[src/rtl/wabt_pkg.sv]
// ----------------------------------------------------------------------------
// wabt_pkg: shared types and constants
// Entry layout, operation and status codes, sequencer states and table sizing
// for the weekly alarm table bell timer.
// ----------------------------------------------------------------------------
package wabt_pkg;

    localparam int TABLE_DEPTH = 128;
    localparam int IDX_W = $clog2(TABLE_DEPTH);
    localparam int CNT_W = $clog2(TABLE_DEPTH + 1);
    localparam int CMP_W = (CNT_W > 7) ? CNT_W : 7;

    localparam logic [2:0] MODE_TICK   = 3'd0;
    localparam logic [2:0] MODE_ADD    = 3'd1;
    localparam logic [2:0] MODE_UPDATE = 3'd2;
    localparam logic [2:0] MODE_DELETE = 3'd3;
    localparam logic [2:0] MODE_RING   = 3'd4;
    localparam logic [2:0] MODE_READ   = 3'd5;

    localparam logic [1:0] ST_OK        = 2'd0;
    localparam logic [1:0] ST_FULL      = 2'd1;
    localparam logic [1:0] ST_NOT_FOUND = 2'd2;
    localparam logic [1:0] ST_RANGE     = 2'd3;

    localparam logic [1:0] CFG_ACTIVE_GROUP  = 2'd0;
    localparam logic [1:0] CFG_CLOCK_PRESENT = 2'd1;

    typedef struct packed {
        logic [15:0] id;
        logic [4:0]  hour;
        logic [5:0]  minute;
        logic [15:0] seconds;
        logic [2:0]  weekday;
        logic        enable;
        logic [1:0]  group;
    } t_entry;

    typedef struct packed {
        logic [2:0]  mode;
        logic [4:0]  hour;
        logic [5:0]  minute;
        logic [2:0]  weekday;
        logic [15:0] secs;
        logic        enable;
        logic [1:0]  group;
        logic [15:0] tid;
        logic [6:0]  ridx;
    } t_item;

    typedef enum logic [1:0] {
        S_IDLE,
        S_RUN,
        S_HOLD
    } t_state;

endpackage

[src/rtl/wabt_if.sv]
// ----------------------------------------------------------------------------
// wabt interfaces
// Operation input channel, result output channel and configuration write
// channel, each a valid/ready stream.
// ----------------------------------------------------------------------------
interface wabt_in_if;
    logic        valid;
    logic        ready;
    logic [2:0]  mode;
    logic [4:0]  now_hour;
    logic [5:0]  now_minute;
    logic [2:0]  weekday;
    logic [15:0] ring_seconds;
    logic        entry_enable;
    logic [1:0]  entry_group;
    logic [15:0] target_id;
    logic [6:0]  read_index;
    modport source (output valid, mode, now_hour, now_minute, weekday, ring_seconds,
                    entry_enable, entry_group, target_id, read_index, input ready);
    modport sink (input valid, mode, now_hour, now_minute, weekday, ring_seconds,
                  entry_enable, entry_group, target_id, read_index, output ready);
endinterface

interface wabt_out_if;
    logic        valid;
    logic        ready;
    logic [1:0]  status;
    logic        bell_on;
    logic [15:0] result_id;
    logic [4:0]  out_hour;
    logic [5:0]  out_minute;
    logic [15:0] out_seconds;
    logic [2:0]  out_weekday;
    logic        out_enable;
    logic [1:0]  out_group;
    logic [7:0]  entry_count;
    modport source (output valid, status, bell_on, result_id, out_hour, out_minute,
                    out_seconds, out_weekday, out_enable, out_group, entry_count,
                    input ready);
    modport sink (input valid, status, bell_on, result_id, out_hour, out_minute,
                  out_seconds, out_weekday, out_enable, out_group, entry_count,
                  output ready);
endinterface

interface wabt_cfg_if;
    logic       valid;
    logic       ready;
    logic [1:0] index;
    logic [1:0] data;
    modport source (output valid, index, data, input ready);
    modport sink (input valid, index, data, output ready);
endinterface

[src/rtl/wabt_cell.sv]
// ----------------------------------------------------------------------------
// wabt_cell: one alarm table slot
// Holds one entry and takes its neighbour's entry on every shift cycle.
// ----------------------------------------------------------------------------
module wabt_cell
    import wabt_pkg::*;
(
    input  logic   i_clk,
    input  logic   i_shift,
    input  t_entry i_d,
    output t_entry o_q
);

    t_entry r_q;

    always_ff @(posedge i_clk) begin
        if (i_shift) begin
            r_q <= i_d;
        end
    end

    assign o_q = r_q;

endmodule

[src/rtl/wabt_ctrl.sv]
// ----------------------------------------------------------------------------
// wabt_ctrl: sequencer and bell logic
// Rotates the cell chain once per item, acts on the entry at the head and
// finishes the bell, count and result registers at the end of the pass.
// ----------------------------------------------------------------------------
module wabt_ctrl
    import wabt_pkg::*;
(
    input  logic         i_clk,
    input  logic         i_rst_n,
    wabt_in_if.sink      i_in,
    wabt_out_if.source   o_out,
    wabt_cfg_if.sink     i_cfg,
    input  t_entry       i_head,
    input  t_entry       i_next,
    output logic         o_shift,
    output t_entry       o_tail
);

    t_state r_state, n_state;
    t_item  r_item;
    logic [IDX_W-1:0] r_idx;
    logic [CNT_W-1:0] r_used;
    logic [15:0] r_prev_id;
    logic        r_found;
    logic [15:0] r_hit_secs;
    logic        r_scan;
    logic [15:0] r_rid;
    t_entry      r_shown;
    logic        r_shown_ok;
    logic        r_ringing;
    logic [15:0] r_len;
    logic [15:0] r_elap;
    logic [5:0]  r_last_min;
    logic        r_min_valid;
    logic [1:0]  r_group;
    logic        r_clk_present;
    logic        r_out_valid;
    logic [1:0]  r_status;
    logic        r_bell;
    logic [15:0] r_res_id;
    t_entry      r_res_entry;
    logic [7:0]  r_count;

    logic w_accept, w_last, w_in_use, w_hit, w_load;
    logic [15:0] w_new_id;
    logic w_ring;
    logic [15:0] w_len, w_elap;
    logic [1:0]  w_status;
    logic [CNT_W-1:0] w_used;

    assign w_accept = i_in.valid && i_in.ready;
    assign w_last   = (r_idx == IDX_W'(TABLE_DEPTH - 1));
    assign w_in_use = (CNT_W'(r_idx) < r_used);
    assign w_new_id = (r_used == '0) ? 16'd1 : r_prev_id + 16'd1;
    assign w_load   = !r_out_valid || o_out.ready;

    // next state
    always_comb begin
        n_state = r_state;
        unique case (r_state)
            S_IDLE: if (w_accept) n_state = S_RUN;
            S_RUN:  if (w_last) n_state = S_HOLD;
            S_HOLD: if (w_load) n_state = S_IDLE;
            default: n_state = S_IDLE;
        endcase
    end

    // outputs of the sequencer
    always_comb begin
        i_in.ready  = (r_state == S_IDLE);
        i_cfg.ready = 1'b1;
        o_shift     = (r_state == S_RUN);
    end

    // work on the entry at the head of the chain
    always_comb begin
        o_tail = i_head;
        w_hit  = 1'b0;
        unique case (r_item.mode)
            MODE_TICK: begin
                w_hit = r_scan && w_in_use && !r_found && i_head.enable &&
                        i_head.group == r_group && i_head.hour == r_item.hour &&
                        i_head.minute == r_item.minute &&
                        i_head.weekday == r_item.weekday;
            end
            MODE_ADD: begin
                if (CNT_W'(r_idx) == r_used) begin
                    o_tail = '{id: w_new_id, hour: r_item.hour, minute: r_item.minute,
                               seconds: r_item.secs, weekday: r_item.weekday,
                               enable: r_item.enable, group: r_item.group};
                end
            end
            MODE_UPDATE: begin
                w_hit = w_in_use && !r_found && i_head.id == r_item.tid;
                if (w_hit) begin
                    o_tail = '{id: i_head.id, hour: r_item.hour, minute: r_item.minute,
                               seconds: r_item.secs, weekday: r_item.weekday,
                               enable: r_item.enable, group: r_item.group};
                end
            end
            MODE_DELETE: begin
                w_hit = w_in_use && !r_found && i_head.id == r_item.tid;
                // from the hit on, every slot takes its successor
                if (w_hit || r_found) begin
                    o_tail = i_next;
                end
            end
            default: begin
            end
        endcase
    end

    // end of pass: status, count and bell
    always_comb begin
        w_status = ST_OK;
        w_used   = r_used;
        w_ring   = r_ringing;
        w_len    = r_len;
        w_elap   = r_elap;
        unique case (r_item.mode)
            MODE_ADD: begin
                if (r_used >= CNT_W'(TABLE_DEPTH)) w_status = ST_FULL;
                else w_used = r_used + CNT_W'(1);
            end
            MODE_UPDATE: begin
                if (!r_found) w_status = ST_NOT_FOUND;
            end
            MODE_DELETE: begin
                if (!r_found) w_status = ST_NOT_FOUND;
                else w_used = r_used - CNT_W'(1);
            end
            MODE_READ: begin
                if (!r_shown_ok) w_status = ST_RANGE;
            end
            default: begin
            end
        endcase
        if (!r_ringing && ((r_item.mode == MODE_TICK && r_found) ||
                           r_item.mode == MODE_RING)) begin
            w_ring = 1'b1;
            w_len  = (r_item.mode == MODE_RING) ? r_item.secs : r_hit_secs;
            w_elap = 16'd0;
        end
        if (w_ring && w_elap >= w_len) begin
            w_ring = 1'b0;
        end
    end

    always_ff @(posedge i_clk) begin
        if (!i_rst_n) begin
            r_state       <= S_IDLE;
            r_used        <= '0;
            r_ringing     <= 1'b0;
            r_len         <= '0;
            r_elap        <= '0;
            r_last_min    <= '0;
            r_min_valid   <= 1'b0;
            r_group       <= 2'd1;
            r_clk_present <= 1'b0;
            r_out_valid   <= 1'b0;
            r_idx         <= '0;
            r_found       <= 1'b0;
            r_scan        <= 1'b0;
        end else begin
            r_state <= n_state;
            if (i_cfg.valid && i_cfg.ready) begin
                if (i_cfg.index == CFG_ACTIVE_GROUP) r_group <= i_cfg.data;
                if (i_cfg.index == CFG_CLOCK_PRESENT) r_clk_present <= i_cfg.data[0];
            end
            if (o_out.valid && o_out.ready && !(r_state == S_HOLD && w_load)) begin
                r_out_valid <= 1'b0;
            end

            if (w_accept) begin
                r_idx   <= '0;
                r_found <= 1'b0;
                r_scan  <= 1'b0;
                if (i_in.mode == MODE_TICK) begin
                    if (r_ringing && r_elap != 16'hFFFF) r_elap <= r_elap + 16'd1;
                    if (r_clk_present && (!r_min_valid || i_in.now_minute != r_last_min)) begin
                        r_scan      <= 1'b1;
                        r_last_min  <= i_in.now_minute;
                        r_min_valid <= 1'b1;
                    end
                end
            end

            if (r_state == S_RUN) begin
                r_idx <= r_idx + IDX_W'(1);
                if (w_hit) r_found <= 1'b1;
            end

            if (r_state == S_HOLD && w_load) begin
                r_out_valid <= 1'b1;
                r_used      <= w_used;
                r_ringing   <= w_ring;
                r_len       <= w_len;
                r_elap      <= w_elap;
            end
        end
    end

    // payload registers
    always_ff @(posedge i_clk) begin
        if (w_accept) begin
            r_item     <= '{mode: i_in.mode, hour: i_in.now_hour, minute: i_in.now_minute,
                            weekday: i_in.weekday, secs: i_in.ring_seconds,
                            enable: i_in.entry_enable, group: i_in.entry_group,
                            tid: i_in.target_id, ridx: i_in.read_index};
            r_rid      <= '0;
            r_shown    <= '0;
            r_shown_ok <= 1'b0;
        end
        if (r_state == S_RUN) begin
            r_prev_id <= i_head.id;
            if (w_hit && r_item.mode == MODE_TICK) r_hit_secs <= i_head.seconds;
            if (r_item.mode == MODE_ADD && CNT_W'(r_idx) == r_used) r_rid <= w_new_id;
            if (r_item.mode == MODE_READ && w_in_use &&
                CMP_W'(r_idx) == CMP_W'(r_item.ridx)) begin
                r_shown    <= i_head;
                r_shown_ok <= 1'b1;
                r_rid      <= i_head.id;
            end
        end
        if (r_state == S_HOLD && w_load) begin
            r_status    <= w_status;
            r_bell      <= w_ring;
            r_res_id    <= r_rid;
            r_res_entry <= r_shown;
            r_count     <= (32'(w_used) > 255) ? 8'hFF : 8'(w_used);
        end
    end

    assign o_out.valid       = r_out_valid;
    assign o_out.status      = r_status;
    assign o_out.bell_on     = r_bell;
    assign o_out.result_id   = r_res_id;
    assign o_out.out_hour    = r_res_entry.hour;
    assign o_out.out_minute  = r_res_entry.minute;
    assign o_out.out_seconds = r_res_entry.seconds;
    assign o_out.out_weekday = r_res_entry.weekday;
    assign o_out.out_enable  = r_res_entry.enable;
    assign o_out.out_group   = r_res_entry.group;
    assign o_out.entry_count = r_count;

    a_used_bound: assert property (@(posedge i_clk) disable iff (!i_rst_n)
        r_used <= CNT_W'(TABLE_DEPTH)) else $error("entry count past table depth");
    a_used_stable_run: assert property (@(posedge i_clk) disable iff (!i_rst_n)
        (r_state == S_RUN) |=> $stable(r_used)) else $error("count moved mid pass");
    a_hold_loads: assert property (@(posedge i_clk) disable iff (!i_rst_n)
        (r_state == S_HOLD && w_load) |=> r_out_valid) else $error("result not loaded");
    a_run_ends: assert property (@(posedge i_clk) disable iff (!i_rst_n)
        (r_state == S_RUN && w_last) |=> (r_state == S_HOLD && r_idx == '0))
        else $error("pass did not close");

endmodule

[src/rtl/weekly_alarm_table_bell_timer_top.sv]
// ----------------------------------------------------------------------------
// weekly_alarm_table_bell_timer_top: weekly alarm table with bell timer
// Chain of table cells rotated by the sequencer once for every operation.
// ----------------------------------------------------------------------------
// Every operation (tick, add, update, delete, ring now, read) takes one full
// rotation of the cell chain, framed by an accept state and a finish state.
// The entry at the head cell is examined each cycle of the rotation, and the
// finish waits while the output register still holds an unread beat. One
// result beat may wait in the output register while the next beat starts.
module weekly_alarm_table_bell_timer_top
    import wabt_pkg::*;
(
    input  logic       i_clk,
    input  logic       i_rst_n,
    wabt_in_if.sink    i_in,
    wabt_out_if.source o_out,
    wabt_cfg_if.sink   i_cfg
);

    t_entry w_q [TABLE_DEPTH];
    t_entry w_tail;
    logic   w_shift;

    for (genvar k = 0; k < TABLE_DEPTH; k++) begin : g_cell
        wabt_cell u_cell (
            .i_clk   (i_clk),
            .i_shift (w_shift),
            .i_d     ((k == TABLE_DEPTH - 1) ? w_tail : w_q[(k + 1) % TABLE_DEPTH]),
            .o_q     (w_q[k])
        );
    end

    wabt_ctrl u_ctrl (
        .i_clk   (i_clk),
        .i_rst_n (i_rst_n),
        .i_in    (i_in),
        .o_out   (o_out),
        .i_cfg   (i_cfg),
        .i_head  (w_q[0]),
        .i_next  (w_q[1]),
        .o_shift (w_shift),
        .o_tail  (w_tail)
    );

endmodule
[src/flat_wrapper.sv]
// flat-port wrapper written by rule: the top's interface ports become plain ports
module weekly_alarm_table_bell_timer_top_flat import wabt_pkg::*;
  (i_clk, i_rst_n, i_in_valid, i_in_mode, i_in_now_hour, i_in_now_minute, i_in_weekday, i_in_ring_seconds, i_in_entry_enable, i_in_entry_group, i_in_target_id, i_in_read_index, i_in_ready, o_out_valid, o_out_status, o_out_bell_on, o_out_result_id, o_out_out_hour, o_out_out_minute, o_out_out_seconds, o_out_out_weekday, o_out_out_enable, o_out_out_group, o_out_entry_count, o_out_ready, i_cfg_valid, i_cfg_index, i_cfg_data, i_cfg_ready);
  wabt_in_if i_in_i ();
  wabt_out_if o_out_i ();
  wabt_cfg_if i_cfg_i ();
  input  logic i_clk;
  input  logic i_rst_n;
  input wire logic [$bits(i_in_i.valid)-1:0] i_in_valid;
  input wire logic [$bits(i_in_i.mode)-1:0] i_in_mode;
  input wire logic [$bits(i_in_i.now_hour)-1:0] i_in_now_hour;
  input wire logic [$bits(i_in_i.now_minute)-1:0] i_in_now_minute;
  input wire logic [$bits(i_in_i.weekday)-1:0] i_in_weekday;
  input wire logic [$bits(i_in_i.ring_seconds)-1:0] i_in_ring_seconds;
  input wire logic [$bits(i_in_i.entry_enable)-1:0] i_in_entry_enable;
  input wire logic [$bits(i_in_i.entry_group)-1:0] i_in_entry_group;
  input wire logic [$bits(i_in_i.target_id)-1:0] i_in_target_id;
  input wire logic [$bits(i_in_i.read_index)-1:0] i_in_read_index;
  output wire logic [$bits(i_in_i.ready)-1:0] i_in_ready;
  output wire logic [$bits(o_out_i.valid)-1:0] o_out_valid;
  output wire logic [$bits(o_out_i.status)-1:0] o_out_status;
  output wire logic [$bits(o_out_i.bell_on)-1:0] o_out_bell_on;
  output wire logic [$bits(o_out_i.result_id)-1:0] o_out_result_id;
  output wire logic [$bits(o_out_i.out_hour)-1:0] o_out_out_hour;
  output wire logic [$bits(o_out_i.out_minute)-1:0] o_out_out_minute;
  output wire logic [$bits(o_out_i.out_seconds)-1:0] o_out_out_seconds;
  output wire logic [$bits(o_out_i.out_weekday)-1:0] o_out_out_weekday;
  output wire logic [$bits(o_out_i.out_enable)-1:0] o_out_out_enable;
  output wire logic [$bits(o_out_i.out_group)-1:0] o_out_out_group;
  output wire logic [$bits(o_out_i.entry_count)-1:0] o_out_entry_count;
  input wire logic [$bits(o_out_i.ready)-1:0] o_out_ready;
  input wire logic [$bits(i_cfg_i.valid)-1:0] i_cfg_valid;
  input wire logic [$bits(i_cfg_i.index)-1:0] i_cfg_index;
  input wire logic [$bits(i_cfg_i.data)-1:0] i_cfg_data;
  output wire logic [$bits(i_cfg_i.ready)-1:0] i_cfg_ready;
  assign i_in_i.valid = i_in_valid;
  assign i_in_i.mode = i_in_mode;
  assign i_in_i.now_hour = i_in_now_hour;
  assign i_in_i.now_minute = i_in_now_minute;
  assign i_in_i.weekday = i_in_weekday;
  assign i_in_i.ring_seconds = i_in_ring_seconds;
  assign i_in_i.entry_enable = i_in_entry_enable;
  assign i_in_i.entry_group = i_in_entry_group;
  assign i_in_i.target_id = i_in_target_id;
  assign i_in_i.read_index = i_in_read_index;
  assign i_in_ready = i_in_i.ready;
  assign o_out_valid = o_out_i.valid;
  assign o_out_status = o_out_i.status;
  assign o_out_bell_on = o_out_i.bell_on;
  assign o_out_result_id = o_out_i.result_id;
  assign o_out_out_hour = o_out_i.out_hour;
  assign o_out_out_minute = o_out_i.out_minute;
  assign o_out_out_seconds = o_out_i.out_seconds;
  assign o_out_out_weekday = o_out_i.out_weekday;
  assign o_out_out_enable = o_out_i.out_enable;
  assign o_out_out_group = o_out_i.out_group;
  assign o_out_entry_count = o_out_i.entry_count;
  assign o_out_i.ready = o_out_ready;
  assign i_cfg_i.valid = i_cfg_valid;
  assign i_cfg_i.index = i_cfg_index;
  assign i_cfg_i.data = i_cfg_data;
  assign i_cfg_ready = i_cfg_i.ready;
  weekly_alarm_table_bell_timer_top u_core (.i_clk(i_clk), .i_rst_n(i_rst_n), .i_in(i_in_i), .o_out(o_out_i), .i_cfg(i_cfg_i));
endmodule
[config.mk]
export PLATFORM = sky130hd
export DESIGN_NAME = weekly_alarm_table_bell_timer_top_flat
export DESIGN_NICKNAME = d
export VERILOG_FILES = /design/src/rtl/wabt_pkg.sv /design/src/rtl/wabt_if.sv /design/src/rtl/wabt_cell.sv /design/src/rtl/wabt_ctrl.sv /design/src/rtl/weekly_alarm_table_bell_timer_top.sv /design/src/flat_wrapper.sv
export SDC_FILE = /design/constraint.sdc
export NUM_CORES = 2
export LEC_CHECK = 0
export BUFFER_PORTS_ARGS = -buffer_cell sky130_fd_sc_hd__buf_2
export CAP_MARGIN = 30
export CORE_ASPECT_RATIO = 0.5
export CORE_MARGIN = 2
export CORE_UTILIZATION = 35
export DETAILED_ROUTE_END_ITERATION = 6
export SLEW_MARGIN = 20
export SYNTH_ARGS = -nofsm -noshare
export SYNTH_HDL_FRONTEND = slang
export SYNTH_SLANG_ARGS = --single-unit
[constraint.sdc]
create_clock -name i_clk -period 165.9 [get_ports i_clk]
set_input_delay 0 -clock i_clk [delete_from_list [all_inputs] [get_ports i_clk]]
set_output_delay 0 -clock i_clk [all_outputs]
set_load 0.01 [all_outputs]
# Word-level counts from Yosys, hierarchy flattened
# Cells that the tools add are included.
classes:
  addsub: 5
  mul: 0
  div_mod_pow: 0
  magnitude_cmp: 3
  eq_ne: 21
  shift: 0
  n_mux: 45
  bitwise: 0
  reduce_logical: 48
ops:
  columns: ["op", "count"]
  rows:
  - ["49-bit two-way mux", 5]
  - ["16-bit two-way mux", 12]
  - ["49-bit case mux with 3 select lines", 1]
  - ["33-bit two-way mux", 1]
  - ["16-bit by 1-bit adder with 16-bit output (second input constant)", 2]
  - ["1-bit logical AND", 22]
  - ["16-bit == test", 1]
  - ["16-bit >= comparator", 1]
  - ["8-bit two-way mux", 2]
  - ["16-bit != test (second input constant)", 1]
  - ["8-bit case mux with 2 select lines", 1]
  - ["7-bit two-way mux", 2]
  - ["1-bit two-way mux", 13]
  - ["2-bit case mux with 3 select lines", 2]
  - ["2-bit two-way mux", 5]
  - ["2-bit nonzero test", 5]
  - ["3-bit AND reduction", 3]
  - ["8-bit by 1-bit adder with 8-bit output (second input constant)", 1]
  - ["7-bit by 8-bit == test with 1-bit output", 1]
  - ["8-bit >= comparator (second input constant)", 1]
  - ["8-bit logical NOT", 1]
  - ["7-bit by 8-bit less-than comparator with 1-bit output", 1]
  - ["8-bit by 1-bit subtractor with 8-bit output (second input constant)", 1]
  - ["7-bit by 1-bit adder with 7-bit output (second input constant)", 1]
  - ["other kinds (21)", 36]
totals:
  reg_bits: 6552
  latch_bits: 0
  ramBits: 0
  rom_bits: 0
  in_bits: 68
  output_inout_bits: 63
  wordCells: 1061
  memories: 0

# Depth between registers and ports, before layout
depth:
  word_depth: 11
  depth_mapped: 14
  mapped_depth_nobuf: 11

# Modules after synthesis
# A second synthesis with hierarchy kept.
unflattened:
  cells_unflattened: 7416
  area_unflattened_um2: 200634.9
by_module_without_submodules:
  columns: ["module", "n_inst", "cells_each", "area_each_um2", "seq_area_each_um2"]
  rows:
  - ["wabt_cell", 128, 49, 1471.4, 1471.4]
  - ["wabt_ctrl", 1, 1144, 12294.3, 6796.5]

# Worst setup path before layout
# Ideal clock, no wire load.
synth_timing:
  path_type: "reg-to-reg"
  from: "reg u_core.u_ctrl.r_state[1]"
  to: "reg u_core.u_ctrl.r_idx[2]"
  setup_time_ps: 223
  t_arrival_ps: 164854
  required_ps: 165677
  path_slack_ps: 823
  path_stages_with_launch: 7
  n_path_buf: 1
  synth_period_minus_slack_ps: 165077
  cell_sequence: "dfxtp_1 > nand2b_1 > clkbuf_1 > clkinv_1 > nor2_1 > o21ai_0 > a21oi_1"
synth_via:
  elab_chain_cells: 3
  elab_cells_between_ends: 5
  classes_between: "1 x eq/ne; 1 x mux; 3 x reduce/logical"
synth_lines:
  columns: ["element", "line", "text"]
  rows:
  - ["start, declared", "wabt_ctrl.sv:20", "t_state r_state, n_state;"]
  - ["start signal, assigned", "wabt_ctrl.sv:166", "r_state <= n_state;"]
  - ["2-bit logical NOT", "wabt_ctrl.sv:71", "i_in.ready = (r_state == S_IDLE);"]
  - ["1-bit logical AND", "wabt_ctrl.sv:52", "assign w_accept = i_in.valid && i_in.ready;"]
  - ["2-bit nonzero test (no source line)", null, null]
  - ["end signal, assigned", "wabt_ctrl.sv:190", "r_idx <= r_idx + IDX_W'(1);"]
  - ["end, declared", "wabt_ctrl.sv:22", "logic [IDX_W-1:0] r_idx;"]
# Several ways; a longest one is shown, not always the timed one.
# A chain may end at the register's enable or synchronous reset.

# Worst setup path after layout
layout_timing:
  from: "reg u_core.u_ctrl.r_state[0]"
  to: "reg u_core.g_cell[85].u_cell.r_q (netlist bit u_core.g_cell[85].u_cell.o_q[24]), enable pin"
layout_via:
  elab_chain_cells: 1
layout_lines:
  columns: ["element", "line", "text"]
  rows:
  - ["2-bit by 1-bit == test with 1-bit output", "wabt_ctrl.sv:73", "o_shift = (r_state == S_RUN);"]
  - ["end signal, assigned", "wabt_cell.sv:18", "r_q <= i_d;"]
  - ["end, declared", "wabt_cell.sv:14", "t_entry r_q;"]
# Every way passes these cells.

==> run summary <==
Detailed Route Iter0 Violations - 7505
Synth warn - 0
Crit path DAT - 8.05 ns
Slew @ Worst Pin - 1.18 ns
Crit-path cells - nand2b_1 -> buf_4 -> inv_8 -> buf_4 -> buf_4 -> buf_4 -> buf_12 -> buf_4 -> buf_4 -> buf_6
Die X - 1070 um
CP startpoint kind - flop
Clock buffer depth - 4
Antenna violations before repair - 27
Mean Syn Cell Area - 27.1 sq um
DRC Markers - 0
Max-capacitance violation count - 0
Row count - 196
Fraction of registers with async set/reset - 0%
Worst path required time - 166.55 ns
Detail Placement HPWL - 133000 um
Syn Nets - 7511
Final TNS setup - 0 ns
Drt first pass iters - 7
CTS tree - done
Chip height - 539 um
Routed Antenna Nets - 0
Synth unique cells - 72
Layout Nets - 8379
FMAX - 135 MHz
Crit. End Element - flop
Slowest CP cell - buf_4
Worst Hold Class - in2reg
Final Setup Violations - 0
Post-synth EDFFs - 6423
Clock sinks - 6536
Core Footprint - 0.570 sq mm
Global route overflow - 0
Final Util - 40.5%
P&R area growth vs syn - 15.2%
Most common cell after layout, fill and taps aside - edfxtp_1
Die area - 0.580 sq mm
Number of port buffers - 129
Largest net degree at the start of global routing - 207
CP bufs+invs - 9
Total GRT Usage - 8.90%
Share of layout cells above drive strength 1 - 11.6%
Slew headroom - 21.2%
Number of gates resized after cts - 0
Cell family with most CP delay - buffers and inverters
H-tree depth - 6
Internal reg-to-reg setup slack - 158.50 ns
Vias in the first global route - 67566
Peak supply drop - 10.8 uV
Final WL - 274000 um
Crit path kind - reg2reg
Hold Vio Cnt, Final - 0
Area leader, netlist - edfxtp_1
Via density - 4.31
Cell count after placement - 15191
Share of the synthesized area in the top cell type - 96.1%
Clk slew on worst S/H paths - 0.07 ns
Synth top area cells - edfxtp_1, dfxtp_1, nand2_1
Unrepaired setup endpoints after global routing - false
DR vias - 70421
First-pass GRT wire length - 410000 um
Synthesis-stage register bit count - 6536
Clock buffer count from CTS - 552
Most frequent CP cell - buf_4
Hold_buf cts - 139
Cell Area, Synth - 0.201 sq mm
Minimum clock period - 7.40 ns
Post-CTS setup buffer count - 0
Synth Instances - 7414
Final slew viol count - 0
Clk root buf - clkbuf_16
Leakage - 61.5 nW
Drt wl/cell - 16.8 um
Crit-path max cell delay - 0.84 ns
I/O pins - 131
Fin cells - 16346
Skew-Pair Late Insertion Delay - 1.06 ns
Most frequent cells in the layout - edfxtp_1, clkbuf_16, dlygate4sd3_1
Sequential area share after synthesis - 97.3%
Period utilization - 4.46%
Initial Util - 35.2%
RD Place Congestion - 0.779
Clock skew - 0.0713 ns
PwrDens - 13.7 mW/mm^2
Crit-path max FO - 190
Status - finished clean
Most used flip-flop cell after synthesis - edfxtp_1
==> cell usage after synthesis (6+ instances only) <==
cell	number
o211a_1	6
nand2_1	129
edfxtp_1	6423
dfxtp_1	113
nor3_1	8
o2bb2ai_1	11
or3_1	7
a31oi_1	7
a311oi_1	6
and3_1	8
a211oi_1	23
clkbuf_1	50
a21o_1	34
nand4_1	21
nand2b_1	8
and2_1	8
a221o_1	13
nor2b_1	20
ha_1	29
nor2_1	93
a22o_1	28
inv_1	18
nor4_1	18
a21oi_1	48
o31ai_1	9
o21ai_0	68
mux2i_1	26
and4_1	6
xor2_1	36
xnor2_1	28
nand3_1	21
buf_2	10
==> where the power goes <==
group	switching, mW	total, mW	internal (mW)	leakage (nW)
clock	0.575	1.25	0.674	8.51
combinational	0.0432	0.0521	0.00886	3.81
sequential	0.0105	1.86	1.85	49.2
total	0.629	3.16	2.53	61.5
==> per-layer routing <==
layer	up-vias	part of all wire (%)	GRT usage, %
met5	-	0	0
met4	0	3.8	3.62
met3	616	4.5	1.78
met2	1430	42	12.4
met1	36632	50	13.6
li1	31743	-	-
==> area by class of cell <==
class | instances | area, sq um
Clock inverter | 299 | 3110
Inverter | 20 | 87.6
Multi-Input combinational cell | 794 | 5180
Sequential cell | 6536 | 195000
Tap cell | 7623 | 9540
Clock buffer | 691 | 14500
Timing Repair Buffer | 378 | 3560
Fill cell | 48775 | 339000
Antenna cell | 5 | 12.5
==> worst min-delay path: stages <==
cell and delay [ns]:
dlygate4sd3_1 0.52, buf_2 0.18, inv_4 0.27, nor2_1 0.17
==> state kept, by name, indices dropped and copies added, names as in the netlist, 2 cells and up <==
name	count
u_core.u_ctrl.r_last_min	6
u_core.u_ctrl.r_used	8
u_core.u_ctrl.o_out.result_id	16
u_core.u_ctrl.r_prev_id	16
u_core.u_ctrl.o_out.out_hour	5
u_core.u_ctrl.o_out.out_seconds	16
u_core.u_ctrl.r_item	59
u_core.u_ctrl.o_out.status	2
u_core.g_cell.u_cell.o_q	6272
u_core.u_ctrl.r_elap	16
u_core.u_ctrl.r_shown	33
u_core.u_ctrl.o_out.out_minute	6
u_core.u_ctrl.o_out.out_weekday	3
u_core.u_ctrl.r_state	2
u_core.u_ctrl.r_hit_secs	16
u_core.u_ctrl.o_out.out_group	2
u_core.u_ctrl.o_out.entry_count	8
u_core.u_ctrl.r_idx	7
u_core.u_ctrl.r_group	2
u_core.u_ctrl.r_rid	16
u_core.u_ctrl.r_len	16
==> per-stage QoR <==
stage | worst slack (ns) | hold WS, ns | instance area (sq um) | total power [mW]
global placement | 157.88 | 0.183 | 211000 | 1.94
global route | 157.92 | 0.141 | 231000 | 3.28
floorplan | 0.823 | 0.0619 | 201000 | 2.51
CTS | 157.69 | 0.0411 | 231000 | 3.21
detailed placement | 157.63 | 0.180 | 212000 | 1.95
finish | 158.50 | 0.157 | 231000 | 3.16
==> worst paths after layout <==
check             depth (start not counted)                           endpoint                              start
setup reg to reg                         10   u_core.g_cell[85].u_cell.o_q[24]           u_core.u_ctrl.r_state[0]
setup / recovery                         10   u_core.g_cell[85].u_cell.o_q[24]           u_core.u_ctrl.r_state[0]
hold / removal                            4        u_core.u_ctrl.r_last_min[4]                            i_rst_n
hold reg to reg                           0  u_core.g_cell[117].u_cell.o_q[13]  u_core.g_cell[118].u_cell.o_q[13]
==> kinds of logic after synthesis <==
kind of cell / after synthesis / synth area share, %
fa+ha+maj: 29 / 0.181
mux: 31 / 0.158
other cells: 1 / 0.00187
buf+inv: 84 / 0.167
simple gates: 373 / 0.905
compound gates: 296 / 1.03
flops: 6536 / 97.3
xor+xnor: 64 / 0.279
Power figures use the tool's default switching activity.
